==> config.mk <==
export PLATFORM = sky130hd
export DESIGN_NAME = windowed_bandwidth_average
export DESIGN_NICKNAME = d
export VERILOG_FILES = /design/src/hdl/wba_pkg.sv /design/src/hdl/wba_ring.sv /design/src/hdl/wba_div.sv /design/src/hdl/windowed_bandwidth_average.sv
export VERILOG_INCLUDE_DIRS = /design/src /design/src/hdl
export SDC_FILE = /design/constraint.sdc
export NUM_CORES = 1
export LEC_CHECK = 0
export ABC_CLOCK_PERIOD_IN_PS = 6000
export BUFFER_PORTS_ARGS = -buffer_cell sky130_fd_sc_hd__buf_2
export CAP_MARGIN = 20
export CORE_UTILIZATION = 45
export DETAILED_ROUTE_END_ITERATION = 8
export GPL_TIMING_DRIVEN = 0
export PLACE_DENSITY = 0.64
export SLEW_MARGIN = 40
export SYNTH_ARGS = -nofsm -noshare
export SYNTH_HDL_FRONTEND = slang
export SYNTH_SLANG_ARGS = --single-unit
==> constraint.sdc <==
create_clock -name clk -period 6 [get_ports clk]
set_input_delay 0.9 -clock clk [delete_from_list [all_inputs] [get_ports clk]]
set_output_delay 0.9 -clock clk [all_outputs]
set_load 0.02 [all_outputs]
==> src/hdl/windowed_bandwidth_average_defines.svh <==
// Assertion macros shared by the windowed bandwidth average RTL.
// Included by the modules that carry concurrent assertions; needs clk and rst_n in scope.
`ifndef WINDOWED_BANDWIDTH_AVERAGE_DEFINES_SVH
`define WINDOWED_BANDWIDTH_AVERAGE_DEFINES_SVH

// Same-cycle implication, disabled while reset is held.
`define WBA_ASSERT_NOW(label, ante, cons, msg) \
  label: assert property (@(posedge clk) disable iff (!rst_n) (ante) |-> (cons)) else $error(msg);

// Next-cycle implication, disabled while reset is held.
`define WBA_ASSERT_NEXT(label, ante, cons, msg) \
  label: assert property (@(posedge clk) disable iff (!rst_n) (ante) |=> (cons)) else $error(msg);

`endif

==> src/hdl/wba_pkg.sv <==
// Package for the windowed bandwidth average: widths, reset values and the
// control structs passed between the ring memory, the divider and the top level.
`timescale 1ns / 1ps

package wba_pkg;

  // Field widths fixed by the interface.
  localparam int unsigned SAMPLE_W = 32;
  localparam int unsigned WL_W     = 5;

  // Default ring depth and reset window length.
  localparam int unsigned WINDOW_MAX_DEF = 16;
  localparam logic [WL_W-1:0] WINDOW_RESET = 5'd8;

  // Commands to the sample ring.
  typedef struct packed {
    logic rd_en;
    logic wr_en;
    logic clear;
  } ring_cmd_t;

  // Status from the serial divider.
  typedef struct packed {
    logic busy;
  } div_sts_t;

endpackage

==> src/hdl/wba_ring.sv <==
// Sample ring of the windowed bandwidth average: a synchronous memory with a
// registered read port and a valid bit per entry. Depends on wba_pkg.
`timescale 1ns / 1ps

module wba_ring #(
  parameter int unsigned DEPTH  = wba_pkg::WINDOW_MAX_DEF,
  parameter int unsigned SLOT_W = 4
) (
  input  logic                         clk,
  input  logic                         rst_n,
  input  wba_pkg::ring_cmd_t           cmd,
  input  logic [SLOT_W-1:0]            addr,
  input  logic [wba_pkg::SAMPLE_W-1:0] wr_data,
  output logic [wba_pkg::SAMPLE_W-1:0] rd_data
);

  logic [wba_pkg::SAMPLE_W-1:0] mem [DEPTH];
  logic [DEPTH-1:0]             valid_r;
  logic [wba_pkg::SAMPLE_W-1:0] rd_data_r;
  logic                         rd_valid_r;

  // Memory array: write port and registered read port.
  always_ff @(posedge clk) begin
    if (cmd.wr_en) begin
      mem[addr] <= wr_data;
    end
    if (cmd.rd_en) begin
      rd_data_r <= mem[addr];
    end
  end

  // Entry valid bits; an entry never written since the last clear reads as zero.
  always_ff @(posedge clk) begin
    if (!rst_n) begin
      valid_r    <= '0;
      rd_valid_r <= 1'b0;
    end else begin
      if (cmd.clear) begin
        valid_r <= '0;
      end else if (cmd.wr_en) begin
        valid_r[addr] <= 1'b1;
      end
      if (cmd.rd_en) begin
        rd_valid_r <= valid_r[addr];
      end
    end
  end

  assign rd_data = rd_valid_r ? rd_data_r : '0;

endmodule

==> src/hdl/wba_div.sv <==
// Bit-serial restoring divider for the windowed bandwidth average: one
// quotient bit per cycle. Depends on wba_pkg for the status struct.
`timescale 1ns / 1ps

module wba_div #(
  parameter int unsigned SUM_W = 36,
  parameter int unsigned LEN_W = 5
) (
  input  logic                         clk,
  input  logic                         rst_n,
  input  logic                         start,
  input  logic [SUM_W-1:0]             dividend,
  input  logic [LEN_W-1:0]             divisor,
  output wba_pkg::div_sts_t            sts,
  output logic [wba_pkg::SAMPLE_W-1:0] quotient
);

  localparam int unsigned CNT_W = $clog2(SUM_W + 1);

  logic             busy_r;
  logic [CNT_W-1:0] cnt_r;
  logic [SUM_W-1:0] quo_r;
  logic [LEN_W-1:0] rem_r;
  logic [LEN_W-1:0] dsr_r;
  logic [LEN_W:0]   trial;
  logic [LEN_W:0]   diff;
  logic             fits;

  // Trial subtraction of the divisor from the shifted partial remainder.
  always_comb begin
    trial = {rem_r, quo_r[SUM_W-1]};
    diff  = trial - {1'b0, dsr_r};
    fits  = (trial >= {1'b0, dsr_r});
  end

  // Iteration control.
  always_ff @(posedge clk) begin
    if (!rst_n) begin
      busy_r <= 1'b0;
      cnt_r  <= '0;
    end else if (start) begin
      busy_r <= 1'b1;
      cnt_r  <= CNT_W'(SUM_W);
    end else if (busy_r) begin
      cnt_r <= cnt_r - CNT_W'(1);
      if (cnt_r == CNT_W'(1)) begin
        busy_r <= 1'b0;
      end
    end
  end

  // Datapath: dividend shifts out at the top as quotient bits shift in.
  always_ff @(posedge clk) begin
    if (start) begin
      quo_r <= dividend;
      rem_r <= '0;
      dsr_r <= divisor;
    end else if (busy_r) begin
      rem_r <= fits ? diff[LEN_W-1:0] : trial[LEN_W-1:0];
      quo_r <= {quo_r[SUM_W-2:0], fits};
    end
  end

  assign sts.busy = busy_r;
  assign quotient = quo_r[wba_pkg::SAMPLE_W-1:0];

endmodule

==> src/hdl/windowed_bandwidth_average.sv <==
// Windowed bandwidth average: a moving average of 32-bit bandwidth samples
// over the newest window_length samples. Takes wba_pkg, wba_ring and wba_div.
`timescale 1ns / 1ps

// Each accepted sample replaces the oldest entry of a ring held in a
// synchronous memory, and the block returns the running sum divided by the
// window length, truncated; slots not yet written since reset or the last
// window_length write count as zero. A window_length of 0 acts as 1, and a
// value above WINDOW_MAX acts as WINDOW_MAX. One request is in flight at a
// time; the quotient comes from a bit-serial divider over SUM_W bits,
// where SUM_W = 32 + log2(WINDOW_MAX), which produces one quotient bit per
// cycle. The next request can be accepted in the cycle in which the result
// appears. The output register lets the next request be accepted while a
// result still waits. A write to window_length clears the ring at once
// through per-entry valid bits, so no clearing pass follows reset.

`include "windowed_bandwidth_average_defines.svh"

module windowed_bandwidth_average #(
  parameter int unsigned WINDOW_MAX = wba_pkg::WINDOW_MAX_DEF
) (
  input  logic                         clk,
  input  logic                         rst_n,
  input  logic                         in_valid,
  output logic                         in_stall,
  input  logic [wba_pkg::SAMPLE_W-1:0] in_sample,
  output logic                         out_valid,
  input  logic                         out_stall,
  output logic [wba_pkg::SAMPLE_W-1:0] out_average,
  input  logic                         cfg_we,
  input  logic [wba_pkg::WL_W-1:0]     cfg_wdata
);

  localparam int unsigned SLOT_W = (WINDOW_MAX > 1) ? $clog2(WINDOW_MAX) : 1;
  localparam int unsigned LEN_W  = $clog2(WINDOW_MAX + 1);
  localparam int unsigned EXT_W  = (LEN_W > wba_pkg::WL_W) ? LEN_W : wba_pkg::WL_W;
  localparam int unsigned SUM_W  = wba_pkg::SAMPLE_W + $clog2(WINDOW_MAX);

  typedef enum logic [1:0] {
    S_IDLE,
    S_UPD,
    S_DIV
  } state_t;

  state_t                       state_r, state_nxt;
  logic [wba_pkg::WL_W-1:0]     wl_r, wl_nxt;
  logic [SUM_W-1:0]             sum_r, sum_nxt;
  logic [SLOT_W-1:0]            slot_r, slot_nxt;
  logic [wba_pkg::SAMPLE_W-1:0] sample_r, sample_nxt;
  logic                         out_valid_r, out_valid_nxt;
  logic [wba_pkg::SAMPLE_W-1:0] out_average_r, out_average_nxt;

  logic [EXT_W-1:0]             wl_ext;
  logic [LEN_W-1:0]             len;
  logic [SLOT_W-1:0]            cur_slot;
  logic [LEN_W-1:0]             slot_inc;
  logic                         in_take;
  logic                         out_free;
  wba_pkg::ring_cmd_t           ring_cmd;
  logic [SLOT_W-1:0]            ring_addr;
  logic [wba_pkg::SAMPLE_W-1:0] old_sample;
  logic                         div_start;
  wba_pkg::div_sts_t            div_sts;
  logic [wba_pkg::SAMPLE_W-1:0] div_quo;

  // Effective window length: zero acts as one, saturated at the ring depth.
  always_comb begin
    wl_ext = EXT_W'(wl_r);
    if (wl_ext == '0) begin
      len = LEN_W'(1);
    end else if (wl_ext > EXT_W'(WINDOW_MAX)) begin
      len = LEN_W'(WINDOW_MAX);
    end else begin
      len = wl_ext[LEN_W-1:0];
    end
  end

  // Slot written by the current request and the slot after it.
  always_comb begin
    cur_slot = (LEN_W'(slot_r) >= len) ? '0 : slot_r;
    slot_inc = LEN_W'(cur_slot) + LEN_W'(1);
  end

  assign in_stall = (state_r != S_IDLE);
  assign in_take  = in_valid && !in_stall;
  assign out_free = !out_valid_r || !out_stall;

  // Sequencer: read old entry, update sum and ring, then divide.
  always_comb begin
    state_nxt       = state_r;
    wl_nxt          = wl_r;
    sum_nxt         = sum_r;
    slot_nxt        = slot_r;
    sample_nxt      = sample_r;
    out_valid_nxt   = out_valid_r && out_stall;
    out_average_nxt = out_average_r;
    ring_cmd        = '0;
    ring_addr       = cur_slot;
    div_start       = 1'b0;

    unique case (state_r)
      S_IDLE: begin
        if (in_take) begin
          ring_cmd.rd_en = 1'b1;
          sample_nxt     = in_sample;
          state_nxt      = S_UPD;
        end
      end
      S_UPD: begin
        sum_nxt        = sum_r - SUM_W'(old_sample) + SUM_W'(sample_r);
        ring_cmd.wr_en = 1'b1;
        slot_nxt       = (slot_inc >= len) ? '0 : slot_inc[SLOT_W-1:0];
        div_start      = 1'b1;
        state_nxt      = S_DIV;
      end
      S_DIV: begin
        if (!div_sts.busy && out_free) begin
          out_valid_nxt   = 1'b1;
          out_average_nxt = div_quo;
          state_nxt       = S_IDLE;
        end
      end
      default: begin
        state_nxt = S_IDLE;
      end
    endcase

    // A window length write clears the ring, the sum and the write slot.
    if (cfg_we) begin
      wl_nxt         = cfg_wdata;
      sum_nxt        = '0;
      slot_nxt       = '0;
      ring_cmd.clear = 1'b1;
    end
  end

  // State and registered outputs.
  always_ff @(posedge clk) begin
    if (!rst_n) begin
      state_r       <= S_IDLE;
      wl_r          <= wba_pkg::WINDOW_RESET;
      sum_r         <= '0;
      slot_r        <= '0;
      sample_r      <= '0;
      out_valid_r   <= 1'b0;
      out_average_r <= '0;
    end else begin
      state_r       <= state_nxt;
      wl_r          <= wl_nxt;
      sum_r         <= sum_nxt;
      slot_r        <= slot_nxt;
      sample_r      <= sample_nxt;
      out_valid_r   <= out_valid_nxt;
      out_average_r <= out_average_nxt;
    end
  end

  assign out_valid   = out_valid_r;
  assign out_average = out_average_r;

  // Sample ring and serial divider.
  wba_ring #(
    .DEPTH  (WINDOW_MAX),
    .SLOT_W (SLOT_W)
  ) u_ring (
    .clk     (clk),
    .rst_n   (rst_n),
    .cmd     (ring_cmd),
    .addr    (ring_addr),
    .wr_data (sample_r),
    .rd_data (old_sample)
  );

  wba_div #(
    .SUM_W (SUM_W),
    .LEN_W (LEN_W)
  ) u_div (
    .clk      (clk),
    .rst_n    (rst_n),
    .start    (div_start),
    .dividend (sum_nxt),
    .divisor  (len),
    .sts      (div_sts),
    .quotient (div_quo)
  );

  // The write slot always lies inside the effective window.
  `WBA_ASSERT_NOW(a_slot_in_window, 1'b1, LEN_W'(slot_r) < len, "write slot outside window")
  // An accepted request moves straight to the update step.
  `WBA_ASSERT_NEXT(a_take_to_upd, in_take, state_r == S_UPD, "accepted request not updated")
  // The divider is idle whenever a new division is started.
  `WBA_ASSERT_NOW(a_div_free, state_r == S_UPD, !div_sts.busy, "divider started while busy")
  // The divider is running in the cycle after the update step.
  `WBA_ASSERT_NEXT(a_div_runs, state_r == S_UPD, div_sts.busy, "divider did not start")
  // Finishing a division always presents a result.
  `WBA_ASSERT_NEXT(a_result_out, (state_r == S_DIV) && !div_sts.busy && out_free,
                   out_valid_r && (state_r == S_IDLE), "division finished without a result")

endmodule

# After elaboration in Yosys (flattened, before gate mapping)
# Memories as Yosys holds them, arrays and structs flattened. A register that Yosys moved wholly into a read port is not among the register bits.
# Index checks and enable logic that the tools add are counted.
# word_totals
memories	1
mem_bits_rw	512
out_inout_bits	34
register_bits	182
input_bits	42
# mem_list
memory	words	word_bits	rd	rd_ports_with_merged_regs	write_ports	line_no	rtl
u_ring.mem	16	32	1	1	1	wba_ring.sv:17	logic [wba_pkg::SAMPLE_W-1:0] mem [DEPTH];
# op_classes
eq_ne	5
magnitude_cmp	6
add_sub_neg	5
reduce_logical	19
n_bitwise	2
n_mux	30
# ops
operator	n
36-bit 2-to-1 mux	4
36-bit by 32-bit adder with 36-bit output	1
36-bit by 32-bit subtractor with 36-bit output	1
32-bit 2-to-1 mux	1
16-bit OR	1
5-bit 2-to-1 mux	3
1-bit 2-to-1 mux	13
6-bit 2-to-1 mux	2
4-bit 2-to-1 mux	2
6-bit by 1-bit == test with 1-bit output (second input constant)	1
6-bit by 5-bit >= comparator with 1-bit output	1
2-bit one-hot mux with 3 select lines	1
2-bit AND reduction	3
2-bit OR reduction	3
6-bit by 1-bit subtractor with 6-bit output (second input constant)	1
4-bit by 1-bit adder with 5-bit output (second input constant)	1
4-bit by 5-bit >= comparator with 1-bit output	1
5-bit >= comparator	1
5-bit > comparator (second input constant)	1
5-bit zero test	1
4-bit by 5-bit < comparator with 1-bit output (second input constant)	1
5-bit subtractor	1
1-bit binary-select mux with 4-bit select	1
1-bit demux with 4-bit select	1
other kinds (11)	20

# Depth between registers and ports, before layout
# depth
depth_word	10
ltp_mapped	23
depth_no_buf	19

# Hierarchy
# Synthesis repeated with hierarchy kept, for this count alone.
# unflattened
hier_cells	2045
hier_area_um2	31522.7
# modules_own_cells
module	seq_area_each_um2	area_per_inst_um2	instances	cells_each
wba_ring	16676.0	21259.1	1	850
windowed_bandwidth_average	2242.2	7568.5	1	989
wba_div	1471.4	2695.1	1	206

# Least setup slack after synthesis
# OpenSTA, ideal clock, no wires.
# synth_timing
path_type	flip-flop to flip-flop
from	reg wl_r, in the netlist wl_ext[4]
to	mem u_ring.mem[15][0] in the netlist's numbering, enable pin
synth_period_minus_slack_ps	5070
arrival_time_ps	4647
n_path_buf	6
setup_slack_ps	930
stages_incl_launch_ff	17
cell_sequence	dfxtp_1 > clkbuf_1 > clkbuf_1 > buf_1 > nor2_1 > ha_1 > nand2b_1 > a21o_1 > a21o_1 > a21o_1 > buf_2 > a21oi_4 > buf_2 > buf_2 > ha_1 > nand2_1 > nor2_1
# synth_between
elab_chain_cells	5
word_cells_on_any_way	6
classes_between	order compare: 2; mux: 3; reduce/logical: 1
# synth_lines
item	line_no	rtl
from (decl)	windowed_bandwidth_average.sv:46	logic [wba_pkg::WL_W-1:0] wl_r, wl_nxt;
from (signal assigned)	windowed_bandwidth_average.sv:141	wl_r <= wba_pkg::WINDOW_RESET;
from (signal assigned)	windowed_bandwidth_average.sv:149	wl_r <= wl_nxt;
5-bit > comparator	windowed_bandwidth_average.sv:71	end else if (wl_ext > EXT_W'(WINDOW_MAX)) begin
5-bit 2-to-1 mux	windowed_bandwidth_average.sv:71	
5-bit 2-to-1 mux *	windowed_bandwidth_average.sv:69	if (wl_ext == '0) begin
named net len[0]	windowed_bandwidth_average.sv:54	logic [LEN_W-1:0] len;
4-bit by 5-bit >= comparator with 1-bit output *	windowed_bandwidth_average.sv:80	cur_slot = (LEN_W'(slot_r) >= len) ? '0 : slot_r;
4-bit 2-to-1 mux *	windowed_bandwidth_average.sv:80	
to (decl)	wba_ring.sv:17	
# The timed path passes the listed nets; every way through them passes the cells marked *.

# Worst setup path after layout
# layout_timing
from	reg slot_r[0]
to	reg slot_r[2]
# layout_between
elab_chain_cells	5
# layout_lines
item	line_no	rtl
from (decl)	windowed_bandwidth_average.sv:48	logic [SLOT_W-1:0] slot_r, slot_nxt;
from (signal assigned)	windowed_bandwidth_average.sv:151	slot_r <= slot_nxt;
4-bit by 5-bit >= comparator with 1-bit output	windowed_bandwidth_average.sv:80	
4-bit 2-to-1 mux *	windowed_bandwidth_average.sv:80	
4-bit by 1-bit adder with 5-bit output *	windowed_bandwidth_average.sv:81	slot_inc = LEN_W'(cur_slot) + LEN_W'(1);
5-bit >= comparator	windowed_bandwidth_average.sv:112	slot_nxt = (slot_inc >= len) ? '0 : slot_inc[SLOT_W-1:0];
4-bit 2-to-1 mux *	windowed_bandwidth_average.sv:112	
# Every way passes the cells marked *; elsewhere a longest branch is shown, timed or not.
# A chain may end at the register's enable or synchronous reset.

==> flow_summary.toml <==
[clocking]
root_buffer = "clkbuf_16"
numCtsBuffers = 78
htreeDepth = 3
clk-insertion-delay-late_ns = 0.65
clock_sinks = 726
clk_pin_slew_ns = 0.06
tritoncts = "built"
hold_buffers = 0
cts_buffer_depth = 3

[layout]
drive_gt1_share_pct = 11.09
diodes = 0
layout.nets = 2959
area_growth_pct = 15.76
postLayoutCellArea_um2 = 37200

[detailed_routing]
drtIter0Drc = 2106
vias = 21960
wl_per_cell_um = 24.00
dr.pass1.iters = 5
vias_per_cell = 5.728
antenna_left = 0
wirelength_um = 92030
drt_drc_violations_left = 0

[sta]
rsz0062_at_grt = "false"
setup_viol = 0
fmax_ghz = 0.1812
finalClockSkew_ns = 0.05081
hold_viol = 0
relSlewSlack_pct = 38.64
finalSetupTns_ns = 0
tightest_slew_ns = 0.9204
period_share_pct = 91.97
drv_slew = 0
holdWs_ns = 0.4595
period_needed_ns = 5.518

[floorplan]
fp.dieW_um = 269.2
boundaryPins = 76
initial_core_util_pct = 45.66
row_count = 97
die_area_um2 = 72490
core_um2 = 70390
fp.dieH_um = 269.2

[power_and_ir_drop]
vdd_drop_max_v = 0.0002278
p_per_area_nw_per_um2 = 323.0
power_uw = 12020
leakagePower_uw = 0.01303

[setup_path]
crit_fanout = 12
cp_cell_sequence = "clkbuf_1 > inv_2 > clkbuf_2 > ha_1 > nand2b_1 > a21o_1 > a21o_1 > a21o_1 > buf_2 > a21oi_4 > buf_2 > buf_2 > ha_1 > inv_1 > xnor2_1 > ha_1 > nor2b_1 > o21ai_0 > nand2b_1 > a211oi_2 > a22oi_1 > nor2_1"
cp.required_ns = 6.55
arrival_ns = 6.07
path_buf_inv = 7
critPathSlowestCell = "buf_2"
crit_family = "buffers and inverters"
startpoint_type = "flip-flop"
crit_type = "reg -> reg"
cp-end-kind = "flip-flop"
critPathMaxStageDelay_ns = 0.41

[synthesis]
yosysWarningCount = 0
avgSynthCellArea_um2 = 12.19
syn_nets = 2768
synthFlopType = "edfxtp_1"
yosysSeqAreaShare_pct = 63.44
synth_cell_types = 63
yosys-top-cells-area = "edfxtp_1, dfxtp_1, o211ai_1, nand2_1, inv_1"
synth_edf_count = 585
synth_top_area_share_pct = 54.66
syn_inst = 2637
ys_ff_latch = 726
synth_top_cell_by_area = "edfxtp_1"
ys_async_sr_fraction_pct = 0
synthesis.area_um2 = 32140

[placement]
hpwlAfterDp_um = 66790
postPlaceCellArea_um2 = 34610
io_buffer_count = 75
gp_congestion = 0.9569

[hold_path]
hold_class = "reg -> reg"

[global_routing]
grt_overflow = 0
grt_use_total_pct = 25.19
grt_max_degree = 35
grt_pass1_wl_um = 136400
grt_pass1_vias = 21910
antenna_found_initial = 1

[outcome]
status = "finished clean"

[flow_run]
cap_violations = 0
logic make-up (layout without fill, tap and decap cells):
group | after synthesis | in the layout | share of synthesized area [%]
and+or+nand+nor | 610 | 610 | 8.176
xor gates and xnor gates | 38 | 38 | 1.078
AOI/OAI and AO/OA | 669 | 669 | 14.86
muxes | 109 | 109 | 3.531
buffers and inverters | 396 | 653 | 4.672
DFF | 726 | 726 | 63.44
adders and majority gates | 89 | 89 | 4.236
cells in the mapped netlist, types with 3 or more instances:
| cell | number |
|---|---|
| nor2_1 | 144 |
| mux2_2 | 31 |
| mux2_1 | 4 |
| a21boi_0 | 68 |
| a22o_1 | 29 |
| buf_1 | 18 |
| edfxtp_1 | 585 |
| and3_1 | 39 |
| a32oi_1 | 29 |
| inv_2 | 3 |
| nand2_1 | 328 |
| inv_1 | 224 |
| nor2b_1 | 10 |
| clkbuf_1 | 143 |
| o211ai_1 | 205 |
| or3_1 | 5 |
| nand4_1 | 5 |
| ha_1 | 56 |
| o21ai_0 | 44 |
| a221o_1 | 3 |
| fa_1 | 33 |
| nand3b_1 | 5 |
| a21o_1 | 18 |
| dfxtp_1 | 141 |
| o21a_1 | 47 |
| mux2i_1 | 74 |
| a22oi_1 | 8 |
| nand2b_1 | 13 |
| and2_1 | 37 |
| a21oi_1 | 111 |
| a31oi_1 | 8 |
| xnor2_1 | 25 |
| nand3_1 | 11 |
| nor3_1 | 8 |
| o311ai_1 | 28 |
| a211oi_1 | 44 |
| o21bai_1 | 4 |
| xor2_1 | 12 |
| buf_2 | 6 |
where the power goes:
group	total [uW]	internal (uW)	switching (uW)
logic	1480	517	966
registers	5710	5580	134
clock network	4820	2780	2040
worst reg2reg max path, stage by stage (launching register included):
cell and delay [ns]:
dfxtp_1 0.31, clkbuf_1 0.31, inv_2 0.22, clkbuf_2 0.32, ha_1 0.36, nand2b_1 0.14
a21o_1 0.19, a21o_1 0.22, a21o_1 0.19, buf_2 0.17, a21oi_4 0.41, buf_2 0.40
buf_2 0.42, ha_1 0.25, inv_1 0.07, xnor2_1 0.22, ha_1 0.27, nor2b_1 0.12
o21ai_0 0.16, nand2b_1 0.10, a211oi_2 0.36, a22oi_1 0.13, nor2_1 0.11
timing repair:
| item | in CTS | in global routing |
|---|---|---|
| resized for setup | 2 | 4 |
| buffers inserted | 0 | 0 |
| endpoints found under the setup margin | 324 | 4 |
through the flow:
| stage | utilization (%) | worst slack [ns] | std cells |
|---|---|---|---|
| global route | 52.85 | 0.1500 | 3834 |
| global placement | 47.86 | -3.203 | 3652 |
| CTS | 52.82 | 0.2036 | 3833 |
| finish | 52.85 | 0.4820 | 3834 |
| floorplan | - | 0.9301 | 2637 |
| detailed placement | 49.16 | -0.6864 | 3690 |
cells in the final DEF (no fill, tap or decap), types with 25 or more instances in the layout:
cell         n
edfxtp_1   585
nand2_1    328
inv_1      224
o211ai_1   205
clkbuf_1   146
dfxtp_1    138
nor2_1     127
a21oi_1    111
buf_2       84
clkbuf_16   79
mux2i_1     74
a21boi_0    68
ha_1        56
o21a_1      47
o21ai_0     44
a211oi_1    43
and3_1      39
and2_1      37
fa_1        33
mux2_2      31
a32oi_1     29
a22o_1      29
o311ai_1    28
xnor2_1     25
final timing paths:
check | start | end | slack (ns) | cells after the start
worst max-delay path | slot_r[0]$_SDFFE_PP0P_ | slot_r[2]$_SDFFE_PP0P_ | 0.48 | 22
worst min register to register | sum_r[15]$_SDFF_PN0_ | sum_r[15]$_SDFF_PN0_ | 0.46 | 2
worst min-delay path | sum_r[15]$_SDFF_PN0_ | sum_r[15]$_SDFF_PN0_ | 0.46 | 2
worst max register to register | slot_r[0]$_SDFFE_PP0P_ | slot_r[2]$_SDFFE_PP0P_ | 0.48 | 22
routing by layer:
metal	part of all wire, %	global-route usage, %
met2	47	41.09
met1	42	33.49
met3	7.3	4.070
met4	4.0	10.38
met5	0.018	0
flip-flops by register name, indices dropped and copies added, names as in the netlist, 2 cells and up:
register	count
out_average	32
sample_r	32
slot_r	4
state_r	2
sum_r	36
u_div.cnt_r	6
u_div.dsr_r	5
u_div.quo_r	36
u_div.rem_r	5
u_ring.mem	512
u_ring.rd_data_r	32
u_ring.valid_r	16
wl_ext	5
area by class of cell:
type,count,area (um2)
timing repair buffer,114,1134
sequential,726,20390
tap,940,1176
multi-input combinational,1515,10400
buffer,165,664.4
clock buffer,109,2170
fill,6008,33190
inverter,228,855.8
clock inverter,37,415.4
(Power assumes the default switching activity.)
